## config.mk

```make
export PLATFORM = sky130hd
export DESIGN_NAME = calendar_day_number_unit
export DESIGN_NICKNAME = d
export VERILOG_FILES = /design/src/sv/cdnu_pkg.sv /design/src/sv/calendar_day_number_unit.sv
export SDC_FILE = /design/constraint.sdc
export NUM_CORES = 1
export LEC_CHECK = 0
export BUFFER_PORTS_ARGS = -buffer_cell sky130_fd_sc_hd__buf_2
export CORE_UTILIZATION = 28
export CTS_CLUSTER_DIAMETER = 50
export DETAILED_ROUTE_END_ITERATION = 10
export GPL_ROUTABILITY_DRIVEN = 0
export PLACE_DENSITY = 0.52
export SYNTH_ARGS = -nofsm -noshare
export SYNTH_HDL_FRONTEND = slang
export SYNTH_SLANG_ARGS = --single-unit
```

## constraint.sdc

```tcl
create_clock -name clk -period 8.4 [get_ports clk]
set_input_delay 0 -clock clk [delete_from_list [all_inputs] [get_ports clk]]
set_output_delay 0 -clock clk [all_outputs]
set_load 0.005 [all_outputs]
```

## src/sv/cdnu_pkg.sv

```systemverilog
`default_nettype none
// ----------------------------------------------------------------------------
// cdnu_pkg: shared types, constants and microcode for the day number unit
// Holds the operation codes, the microcode program, the table of weighted
// year/day steps and the month length table.
// ----------------------------------------------------------------------------
package cdnu_pkg;

  localparam int MAX_YEAR_DEF = 9999;

  // field widths
  localparam int DAY_W    = 5;
  localparam int MONTH_W  = 4;
  localparam int YEAR_W   = 14;
  localparam int SERIAL_W = 22;

  // internal widths
  localparam int ACC_W  = 25;  // holds the largest serial for any supported year
  localparam int YRS_W  = 16;  // year count up to 65535
  localparam int PC_W   = 6;
  localparam int KIDX_W = 5;
  localparam int LEAP_W = 9;   // {centuries, four-year blocks, years}

  localparam int MONTHS_PER_YEAR = 12;

  // operation codes
  localparam logic [1:0] OP_D2S  = 2'd0;
  localparam logic [1:0] OP_S2D  = 2'd1;
  localparam logic [1:0] OP_NEXT = 2'd2;

  typedef enum logic {
    ST_IDLE,
    ST_RUN
  } st_t;

  typedef enum logic [3:0] {
    U_START,
    U_FSTEP,
    U_FMON,
    U_FDAY,
    U_CHECK,
    U_RSTEP,
    U_FIX,
    U_RMON,
    U_DONE
  } uop_t;

  typedef struct packed {
    uop_t              uop;
    logic [KIDX_W-1:0] kidx;
    logic [PC_W-1:0]   target;
  } cw_t;

  typedef struct packed {
    logic [ACC_W-1:0]  days;
    logic [YRS_W-1:0]  years;
    logic [LEAP_W-1:0] mask;
  } step_t;

  localparam int NUM_STEPS = 17;

  localparam logic [PC_W-1:0] PC_START  = 6'd0;
  localparam logic [PC_W-1:0] PC_FSTEP0 = 6'd1;
  localparam logic [PC_W-1:0] PC_FMON   = 6'd18;
  localparam logic [PC_W-1:0] PC_FDAY   = 6'd19;
  localparam logic [PC_W-1:0] PC_CHECK  = 6'd20;
  localparam logic [PC_W-1:0] PC_RSTEP0 = 6'd21;
  localparam logic [PC_W-1:0] PC_FIX    = 6'd38;
  localparam logic [PC_W-1:0] PC_RMON   = 6'd39;
  localparam logic [PC_W-1:0] PC_DONE   = 6'd40;

  // microcode program
  function automatic cw_t ucode(input logic [PC_W-1:0] pc);
    cw_t cw;
    cw.uop    = U_DONE;
    cw.kidx   = '0;
    cw.target = '0;
    case (pc) inside
      PC_START: begin
        cw.uop    = U_START;
        cw.target = PC_CHECK;
      end
      [PC_FSTEP0 : PC_FMON - 6'd1]: begin
        cw.uop  = U_FSTEP;
        cw.kidx = KIDX_W'(pc - PC_FSTEP0);
      end
      PC_FMON:  cw.uop = U_FMON;
      PC_FDAY:  cw.uop = U_FDAY;
      PC_CHECK: cw.uop = U_CHECK;
      [PC_RSTEP0 : PC_FIX - 6'd1]: begin
        cw.uop  = U_RSTEP;
        cw.kidx = KIDX_W'(pc - PC_RSTEP0);
      end
      PC_FIX:  cw.uop = U_FIX;
      PC_RMON: cw.uop = U_RMON;
      default: cw.uop = U_DONE;
    endcase
    return cw;
  endfunction

  // weighted steps: 400-year blocks, centuries, four-year blocks, years
  function automatic step_t step_tab(input logic [KIDX_W-1:0] idx);
    step_t s;
    case (idx)
      5'd0:    s = '{days: 25'd18700416, years: 16'd51200, mask: 9'h000};
      5'd1:    s = '{days: 25'd9350208,  years: 16'd25600, mask: 9'h000};
      5'd2:    s = '{days: 25'd4675104,  years: 16'd12800, mask: 9'h000};
      5'd3:    s = '{days: 25'd2337552,  years: 16'd6400,  mask: 9'h000};
      5'd4:    s = '{days: 25'd1168776,  years: 16'd3200,  mask: 9'h000};
      5'd5:    s = '{days: 25'd584388,   years: 16'd1600,  mask: 9'h000};
      5'd6:    s = '{days: 25'd292194,   years: 16'd800,   mask: 9'h000};
      5'd7:    s = '{days: 25'd146097,   years: 16'd400,   mask: 9'h000};
      5'd8:    s = '{days: 25'd73048,    years: 16'd200,   mask: 9'h100};
      5'd9:    s = '{days: 25'd36524,    years: 16'd100,   mask: 9'h080};
      5'd10:   s = '{days: 25'd23376,    years: 16'd64,    mask: 9'h040};
      5'd11:   s = '{days: 25'd11688,    years: 16'd32,    mask: 9'h020};
      5'd12:   s = '{days: 25'd5844,     years: 16'd16,    mask: 9'h010};
      5'd13:   s = '{days: 25'd2922,     years: 16'd8,     mask: 9'h008};
      5'd14:   s = '{days: 25'd1461,     years: 16'd4,     mask: 9'h004};
      5'd15:   s = '{days: 25'd730,      years: 16'd2,     mask: 9'h002};
      5'd16:   s = '{days: 25'd365,      years: 16'd1,     mask: 9'h001};
      default: s = '{days: '0, years: '0, mask: '0};
    endcase
    return s;
  endfunction

  // leap from the collected bits of (year - 1)
  function automatic logic is_leap(input logic [LEAP_W-1:0] w);
    return (w[1:0] == 2'd3) && ((w[6:2] != 5'd24) || (w[8:7] == 2'd3));
  endfunction

  function automatic logic [DAY_W-1:0] month_days(input logic [MONTH_W-1:0] mo,
                                                  input logic leap);
    logic [DAY_W-1:0] d;
    case (mo)
      4'd2:                      d = leap ? 5'd29 : 5'd28;
      4'd4, 4'd6, 4'd9, 4'd11:   d = 5'd30;
      default:                   d = 5'd31;
    endcase
    return d;
  endfunction

endpackage
`default_nettype wire

```

## src/sv/calendar_day_number_unit.sv

```systemverilog
`default_nettype none
// ----------------------------------------------------------------------------
// calendar_day_number_unit: Gregorian date / day serial converter
// Date to serial, serial to date and next date, serial 1 being 1 January of
// year 1, run by a small microcoded sequencer over one accumulator datapath.
// ----------------------------------------------------------------------------
// One transaction in gives exactly one result. The next request is taken
// only once the unit has handed its result to the output register and
// returned to idle. Invalid inputs finish early. The work is set by the
// microcode: 17 weighted compare-and-subtract steps (400-year blocks,
// centuries, four-year blocks, years) in each direction, then a month
// loop, which peels one month per step and takes one more step to leave.
// A finished result sits in the output register while the next request is
// already being worked on; a result not yet taken holds the program at its
// last step.
module calendar_day_number_unit #(
  parameter int MAX_YEAR = cdnu_pkg::MAX_YEAR_DEF
) (
  input  wire                             clk,
  input  wire                             rst_n,
  input  wire                             in_valid,
  output logic                            in_ready,
  input  wire  [1:0]                      in_operation,
  input  wire  [cdnu_pkg::DAY_W-1:0]      in_day,
  input  wire  [cdnu_pkg::MONTH_W-1:0]    in_month,
  input  wire  [cdnu_pkg::YEAR_W-1:0]     in_year,
  input  wire  [cdnu_pkg::SERIAL_W-1:0]   in_serial,
  output logic                            out_valid,
  input  wire                             out_ready,
  output logic [cdnu_pkg::DAY_W-1:0]      out_day,
  output logic [cdnu_pkg::MONTH_W-1:0]    out_month,
  output logic [cdnu_pkg::YEAR_W-1:0]     out_year,
  output logic [cdnu_pkg::SERIAL_W-1:0]   out_serial,
  output logic                            out_valid_res
);

  localparam int ACC_W = cdnu_pkg::ACC_W;
  localparam int YRS_W = cdnu_pkg::YRS_W;

  localparam int MAX_SERIAL_I = 365 * MAX_YEAR + MAX_YEAR / 4 - MAX_YEAR / 100
                                + MAX_YEAR / 400;
  localparam logic [ACC_W-1:0] MAX_SERIAL = ACC_W'(MAX_SERIAL_I);
  localparam logic [16:0]      MAX_YEAR_C = 17'(MAX_YEAR);

  cdnu_pkg::st_t                   state_r, state_nxt;
  logic [cdnu_pkg::PC_W-1:0]       pc_r, pc_nxt;
  logic [1:0]                      op_r, op_nxt;
  logic [cdnu_pkg::DAY_W-1:0]      day_r, day_nxt;
  logic [cdnu_pkg::MONTH_W-1:0]    month_r, month_nxt;
  logic [cdnu_pkg::YEAR_W-1:0]     year_r, year_nxt;
  logic [cdnu_pkg::SERIAL_W-1:0]   serial_r, serial_nxt;
  logic [ACC_W-1:0]                acc_r, acc_nxt;
  logic [YRS_W-1:0]                yrs_r, yrs_nxt;
  logic [cdnu_pkg::LEAP_W-1:0]     w_r, w_nxt;
  logic [cdnu_pkg::MONTH_W-1:0]    mo_r, mo_nxt;
  logic [ACC_W-1:0]                ser_r, ser_nxt;
  logic                            ok_r, ok_nxt;
  logic                            out_valid_r, out_valid_nxt;
  logic [cdnu_pkg::DAY_W-1:0]      out_day_r, out_day_nxt;
  logic [cdnu_pkg::MONTH_W-1:0]    out_month_r, out_month_nxt;
  logic [cdnu_pkg::YEAR_W-1:0]     out_year_r, out_year_nxt;
  logic [cdnu_pkg::SERIAL_W-1:0]   out_serial_r, out_serial_nxt;
  logic                            out_res_r, out_res_nxt;

  cdnu_pkg::cw_t                   cw;
  cdnu_pkg::step_t                 stp;
  logic [cdnu_pkg::DAY_W-1:0]      dim;
  logic [ACC_W-1:0]                day_sum;
  logic                            date_ok;
  logic                            in_xact;

  assign in_ready = (state_r == cdnu_pkg::ST_IDLE);
  assign in_xact  = in_valid && in_ready;

  assign cw      = cdnu_pkg::ucode(pc_r);
  assign stp     = cdnu_pkg::step_tab(cw.kidx);
  assign dim     = cdnu_pkg::month_days(mo_r, cdnu_pkg::is_leap(w_r));
  assign day_sum = acc_r + ACC_W'(day_r);
  assign date_ok = (month_r >= 4'd1) && (month_r <= 4'(cdnu_pkg::MONTHS_PER_YEAR))
                   && (year_r != '0) && ({3'b000, year_r} <= MAX_YEAR_C);

  always_ff @(posedge clk) begin
    if (!rst_n) begin
      state_r     <= cdnu_pkg::ST_IDLE;
      pc_r        <= cdnu_pkg::PC_START;
      out_valid_r <= 1'b0;
    end else begin
      state_r     <= state_nxt;
      pc_r        <= pc_nxt;
      out_valid_r <= out_valid_nxt;
    end
  end

  always_ff @(posedge clk) begin
    op_r         <= op_nxt;
    day_r        <= day_nxt;
    month_r      <= month_nxt;
    year_r       <= year_nxt;
    serial_r     <= serial_nxt;
    acc_r        <= acc_nxt;
    yrs_r        <= yrs_nxt;
    w_r          <= w_nxt;
    mo_r         <= mo_nxt;
    ser_r        <= ser_nxt;
    ok_r         <= ok_nxt;
    out_day_r    <= out_day_nxt;
    out_month_r  <= out_month_nxt;
    out_year_r   <= out_year_nxt;
    out_serial_r <= out_serial_nxt;
    out_res_r    <= out_res_nxt;
  end

  always_comb begin
    state_nxt      = state_r;
    pc_nxt         = pc_r;
    op_nxt         = op_r;
    day_nxt        = day_r;
    month_nxt      = month_r;
    year_nxt       = year_r;
    serial_nxt     = serial_r;
    acc_nxt        = acc_r;
    yrs_nxt        = yrs_r;
    w_nxt          = w_r;
    mo_nxt         = mo_r;
    ser_nxt        = ser_r;
    ok_nxt         = ok_r;
    out_valid_nxt  = out_valid_r && !out_ready;
    out_day_nxt    = out_day_r;
    out_month_nxt  = out_month_r;
    out_year_nxt   = out_year_r;
    out_serial_nxt = out_serial_r;
    out_res_nxt    = out_res_r;

    case (state_r)
      cdnu_pkg::ST_IDLE: begin
        if (in_xact) begin
          op_nxt     = in_operation;
          day_nxt    = in_day;
          month_nxt  = in_month;
          year_nxt   = in_year;
          serial_nxt = in_serial;
          pc_nxt     = cdnu_pkg::PC_START;
          state_nxt  = cdnu_pkg::ST_RUN;
        end
      end
      cdnu_pkg::ST_RUN: begin
        case (cw.uop)
          cdnu_pkg::U_START: begin
            ok_nxt = 1'b1;
            w_nxt  = '0;
            mo_nxt = 4'd1;
            if ((op_r == cdnu_pkg::OP_D2S || op_r == cdnu_pkg::OP_NEXT) && date_ok) begin
              yrs_nxt = YRS_W'(year_r) - 16'd1;
              acc_nxt = '0;
              pc_nxt  = pc_r + 6'd1;
            end else if (op_r == cdnu_pkg::OP_S2D) begin
              acc_nxt = ACC_W'(serial_r);
              pc_nxt  = cw.target;
            end else begin
              ok_nxt = 1'b0;
              pc_nxt = cdnu_pkg::PC_DONE;
            end
          end
          // years to days: take each weighted block that still fits
          cdnu_pkg::U_FSTEP: begin
            if (yrs_r >= stp.years) begin
              yrs_nxt = yrs_r - stp.years;
              acc_nxt = acc_r + stp.days;
              w_nxt   = w_r | stp.mask;
            end
            pc_nxt = pc_r + 6'd1;
          end
          cdnu_pkg::U_FMON: begin
            if (mo_r < month_r) begin
              acc_nxt = acc_r + ACC_W'(dim);
              mo_nxt  = mo_r + 4'd1;
            end else begin
              pc_nxt = pc_r + 6'd1;
            end
          end
          cdnu_pkg::U_FDAY: begin
            if (day_sum == '0) begin
              ok_nxt = 1'b0;
              pc_nxt = cdnu_pkg::PC_DONE;
            end else begin
              acc_nxt = day_sum + ACC_W'(op_r == cdnu_pkg::OP_NEXT);
              pc_nxt  = pc_r + 6'd1;
            end
          end
          cdnu_pkg::U_CHECK: begin
            if (acc_r == '0 || acc_r > MAX_SERIAL) begin
              ok_nxt = 1'b0;
              pc_nxt = cdnu_pkg::PC_DONE;
            end else begin
              ser_nxt = acc_r;
              acc_nxt = acc_r - 25'd1;
              yrs_nxt = '0;
              w_nxt   = '0;
              mo_nxt  = 4'd1;
              pc_nxt  = pc_r + 6'd1;
            end
          end
          // days to years: peel blocks off the zero-based day count
          cdnu_pkg::U_RSTEP: begin
            if (acc_r >= stp.days) begin
              acc_nxt = acc_r - stp.days;
              yrs_nxt = yrs_r + stp.years;
              w_nxt   = w_r | stp.mask;
            end
            pc_nxt = pc_r + 6'd1;
          end
          cdnu_pkg::U_FIX: begin
            acc_nxt = acc_r + 25'd1;
            yrs_nxt = yrs_r + 16'd1;
            pc_nxt  = pc_r + 6'd1;
          end
          cdnu_pkg::U_RMON: begin
            if (mo_r < 4'(cdnu_pkg::MONTHS_PER_YEAR) && acc_r > ACC_W'(dim)) begin
              acc_nxt = acc_r - ACC_W'(dim);
              mo_nxt  = mo_r + 4'd1;
            end else begin
              pc_nxt = pc_r + 6'd1;
            end
          end
          cdnu_pkg::U_DONE: begin
            // wait for the output register to free up
            if (!out_valid_r || out_ready) begin
              out_valid_nxt  = 1'b1;
              out_res_nxt    = ok_r;
              out_day_nxt    = ok_r ? acc_r[cdnu_pkg::DAY_W-1:0] : '0;
              out_month_nxt  = ok_r ? mo_r : '0;
              out_year_nxt   = ok_r ? yrs_r[cdnu_pkg::YEAR_W-1:0] : '0;
              out_serial_nxt = ok_r ? ser_r[cdnu_pkg::SERIAL_W-1:0] : '0;
              state_nxt      = cdnu_pkg::ST_IDLE;
            end
          end
          default: begin
            pc_nxt = cdnu_pkg::PC_DONE;
          end
        endcase
      end
      default: begin
        state_nxt = cdnu_pkg::ST_IDLE;
      end
    endcase
  end

  assign out_valid     = out_valid_r;
  assign out_day       = out_day_r;
  assign out_month     = out_month_r;
  assign out_year      = out_year_r;
  assign out_serial    = out_serial_r;
  assign out_valid_res = out_res_r;

`ifndef ASSERT_OFF
  a_accept_starts: assert property (@(posedge clk) disable iff (!rst_n)
    in_valid && in_ready |=> state_r == cdnu_pkg::ST_RUN && pc_r == cdnu_pkg::PC_START)
    else $error("accepted transaction did not start the program");

  a_pc_range: assert property (@(posedge clk) disable iff (!rst_n)
    state_r == cdnu_pkg::ST_RUN |-> pc_r <= cdnu_pkg::PC_DONE)
    else $error("step counter ran past the end of the program");

  a_invalid_zero: assert property (@(posedge clk) disable iff (!rst_n)
    out_valid && !out_valid_res |-> out_day == '0 && out_month == '0
                                    && out_year == '0 && out_serial == '0)
    else $error("invalid result carries non-zero fields");

  a_valid_date: assert property (@(posedge clk) disable iff (!rst_n)
    out_valid && out_valid_res |-> out_month >= 4'd1 && out_month <= 4'd12
                                   && out_day >= 5'd1 && out_serial != '0)
    else $error("valid result holds an impossible date");

  a_new_result: assert property (@(posedge clk) disable iff (!rst_n)
    !out_valid_r && $past(state_r) == cdnu_pkg::ST_IDLE && state_r == cdnu_pkg::ST_IDLE
    |=> !out_valid_r)
    else $error("result appeared with no transaction in progress");
`endif

endmodule
`default_nettype wire
```

==> results.toml <==
[setup_path]
critPathKind = "reg -> reg"
cp-end-kind = "flip-flop"
crit_slowest_cell = "a2111oi_0"
crit_fanout = 13
cp_top_family = "compound AO/OA/AOI/OAI gates"
start_kind = "flip-flop"
critPathArrivalTime_ns = 7.77
cp.buffers_inverters = 1
max_stage_delay_ns = 0.69
worstPathRequired_ns = 8.60
crit_chain = "inv_1 > ha_1 > nor2_1 > o31ai_1 > nand2_1 > a21oi_1 > nand2_1 > ha_1 > nand2_1 > nor3_2 > or2_2 > o32a_1 > ha_1 > fa_1 > a211oi_1 > o21ai_0 > a21o_1 > a2111oi_0 > o31ai_1 > o21ai_0 > nand2b_1 > a21oi_1 > xnor2_1 > o221ai_1"

[status]
status = "finished, final reports clean"

[cells_and_area]
finalNetCount = 1834
layout_commonest_cell = "edfxtp_1"
layout-drive-gt1-share = 0.114
syn_to_final_growth_pct = 16.6
layout_common_cells = "edfxtp_1 (170), nand2_1 (129), nor2_1 (117)"

[logic_synthesis]
synthesis.area_um2 = 14300
synth_cell_type_count = 87
async_reset_ff_frac = 0
synth_edf_count = 170
ys_seq_area_frac = 0.367
synth_cells = 1538
synthesis.nets = 1707
ys_warn_count = 0
avgSynthCellArea_um2 = 9.33
synth_seq_cells = 178
synth-main-ff-cell = "edfxtp_1"

[global_route]
antenna_found_initial = 1
grt_pass1_wl_um = 71500
grt-ovfl-total = 0
grt_usage = 0.178
first_global_vias = 12211
grt_max_degree = 47

[routing]
vias = 12619
drt_iter0_markers = 1008
drtPass1Iterations = 5
ant_nets = 0
viasPerCell = 5.37
drc = 0
wl_per_cell_um = 19.8
drt-total-wl_um = 46500

[floorplan]
fp.coreArea_um2 = 50400
die_w_um = 228
pin_count = 99
fp.dieH_um = 228
rows = 82
start_util = 0.285
dieArea_um2 = 52100

[timing]
final_hold_viol_count = 0
setup_viol = 0
worst-slew-pin-transition_ns = 1.05
holdWs_ns = 0.0754
fmax_ghz = 0.132
setup_tns_ns = 0
fin_crit_sh = 0.902
rsz0062_at_grt = "no"
maxSlewHeadroom = 0.298
finalMaxSlewViolations = 0
clock_skew_ns = 0.0137
min_period_ns = 7.58

[clocking]
cts_tree = "done"
clk_path_buf_depth = 2
cts_sinks = 178
htreeDepth = 4
cts_setup_buffers = 0
clock_latency_ns = 0.47
root_buffer = "clkbuf_16"
path_clk_slew_ns = 0.08
cts_buffers = 17

[placement]
portBuffers = 98
dp_hpwl_um = 34800

[hold_path]
hp-class = "in -> reg"

[run]
cap_viol_max_count = 0
## cells in the mapped netlist (13+ instances only)
library cell | count | share of area
nand2_1 | 129 | 0.034
nand3_1 | 43 | 0.015
a211oi_1 | 16 | 0.0084
nor4_1 | 15 | 0.0065
xor2_1 | 66 | 0.040
a31oi_1 | 21 | 0.0092
nor2_1 | 118 | 0.031
o21ai_0 | 66 | 0.023
buf_2 | 14 | 0.0049
o211ai_1 | 23 | 0.012
and3_1 | 17 | 0.0074
nand2b_1 | 20 | 0.0087
o22ai_1 | 13 | 0.0057
a222oi_1 | 17 | 0.012
nor2b_1 | 20 | 0.0087
nor3_1 | 36 | 0.013
ha_1 | 112 | 0.098
edfxtp_1 | 170 | 0.36
a21o_1 | 40 | 0.021
a21oi_1 | 110 | 0.038
or3_1 | 14 | 0.0061
and2_1 | 55 | 0.024
xnor2_1 | 79 | 0.048
o21bai_1 | 16 | 0.0084
a22oi_1 | 14 | 0.0073
nand4_1 | 25 | 0.011
inv_1 | 50 | 0.013
clkbuf_1 | 46 | 0.012
## worst paths after layout
kind / from / to / slack [ns] / depth (start not counted)
setup / recovery: pc_r[0] / acc_r[24] / 0.82 / 24
setup reg to reg: pc_r[0] / acc_r[24] / 0.82 / 24
hold reg to reg: ser_r[2] / out_serial[2] / 0.53 / 1
hold / removal: in_valid / op_r[1] / 0.08 / 2
## sequential cells by signal, indices dropped and copies added, names as in the netlist, 6 cells and up
name	count
w_r	9
year_r	14
out_serial	22
ser_r	22
serial_r	22
out_year	14
pc_r	6
acc_r	25
yrs_r	16
## cell families (layout without fill, tap and decap cells)
| group | after synthesis | after routing | share of synthesized area |
|---|---|---|---|
| buffers and inverters | 116 | 256 | 0.0321 |
| other | 0 | 1 | 0 |
| xor gates and xnor gates | 145 | 145 | 0.0885 |
| DFF | 178 | 178 | 0.367 |
| muxes | 3 | 3 | 0.00218 |
| adders and majority gates | 118 | 118 | 0.106 |
| and+or+nand+nor | 548 | 548 | 0.202 |
| AOI/OAI and AO/OA | 430 | 430 | 0.202 |
## stage by stage
| stage | instance area [um^2] | worst slack, ns | utilization | cells |
|---|---|---|---|---|
| final | 16700 | 0.824 | 0.332 | 2351 |
| after global routing | 16700 | 0.417 | 0.332 | 2350 |
| after CTS | 16700 | 0.912 | 0.332 | 2350 |
| after detailed placement | 15600 | 0.951 | 0.310 | 2267 |
| after global placement | 15600 | 1.20 | 0.310 | 2267 |
| after floorplan | 14300 | 2.06 | - | 1538 |
## cell type report
cell class | count | area, um^2
Antenna cell | 1 | 2.50
Clock buffer | 18 | 429
Clock inverter | 14 | 170
Fill cell | 5203 | 33700
Inverter | 50 | 188
Multi-Input combinational cell | 1244 | 8640
Sequential cell | 178 | 5270
Tap cell | 672 | 841
Timing Repair Buffer | 174 | 1190
## per-layer routing
| layer | track usage | share of wire | vias up |
|---|---|---|---|
| met5 | 0 | 0 | - |
| met4 | 0.0791 | 0.037 | 0 |
| met3 | 0.0351 | 0.065 | 80 |
| met2 | 0.278 | 0.45 | 423 |
| met1 | 0.236 | 0.45 | 6073 |
| li1 | - | - | 6043 |
## what timing repair did
action,in CTS,in global routing
gates resized for setup,0,0
hold endpoints to repair,49,0
hold buffers,51,0
endpoints found under the setup margin,0,0
Power is not shown: default switching activity piles up to over one toggle a cycle in this logic, so the estimate is an artifact.
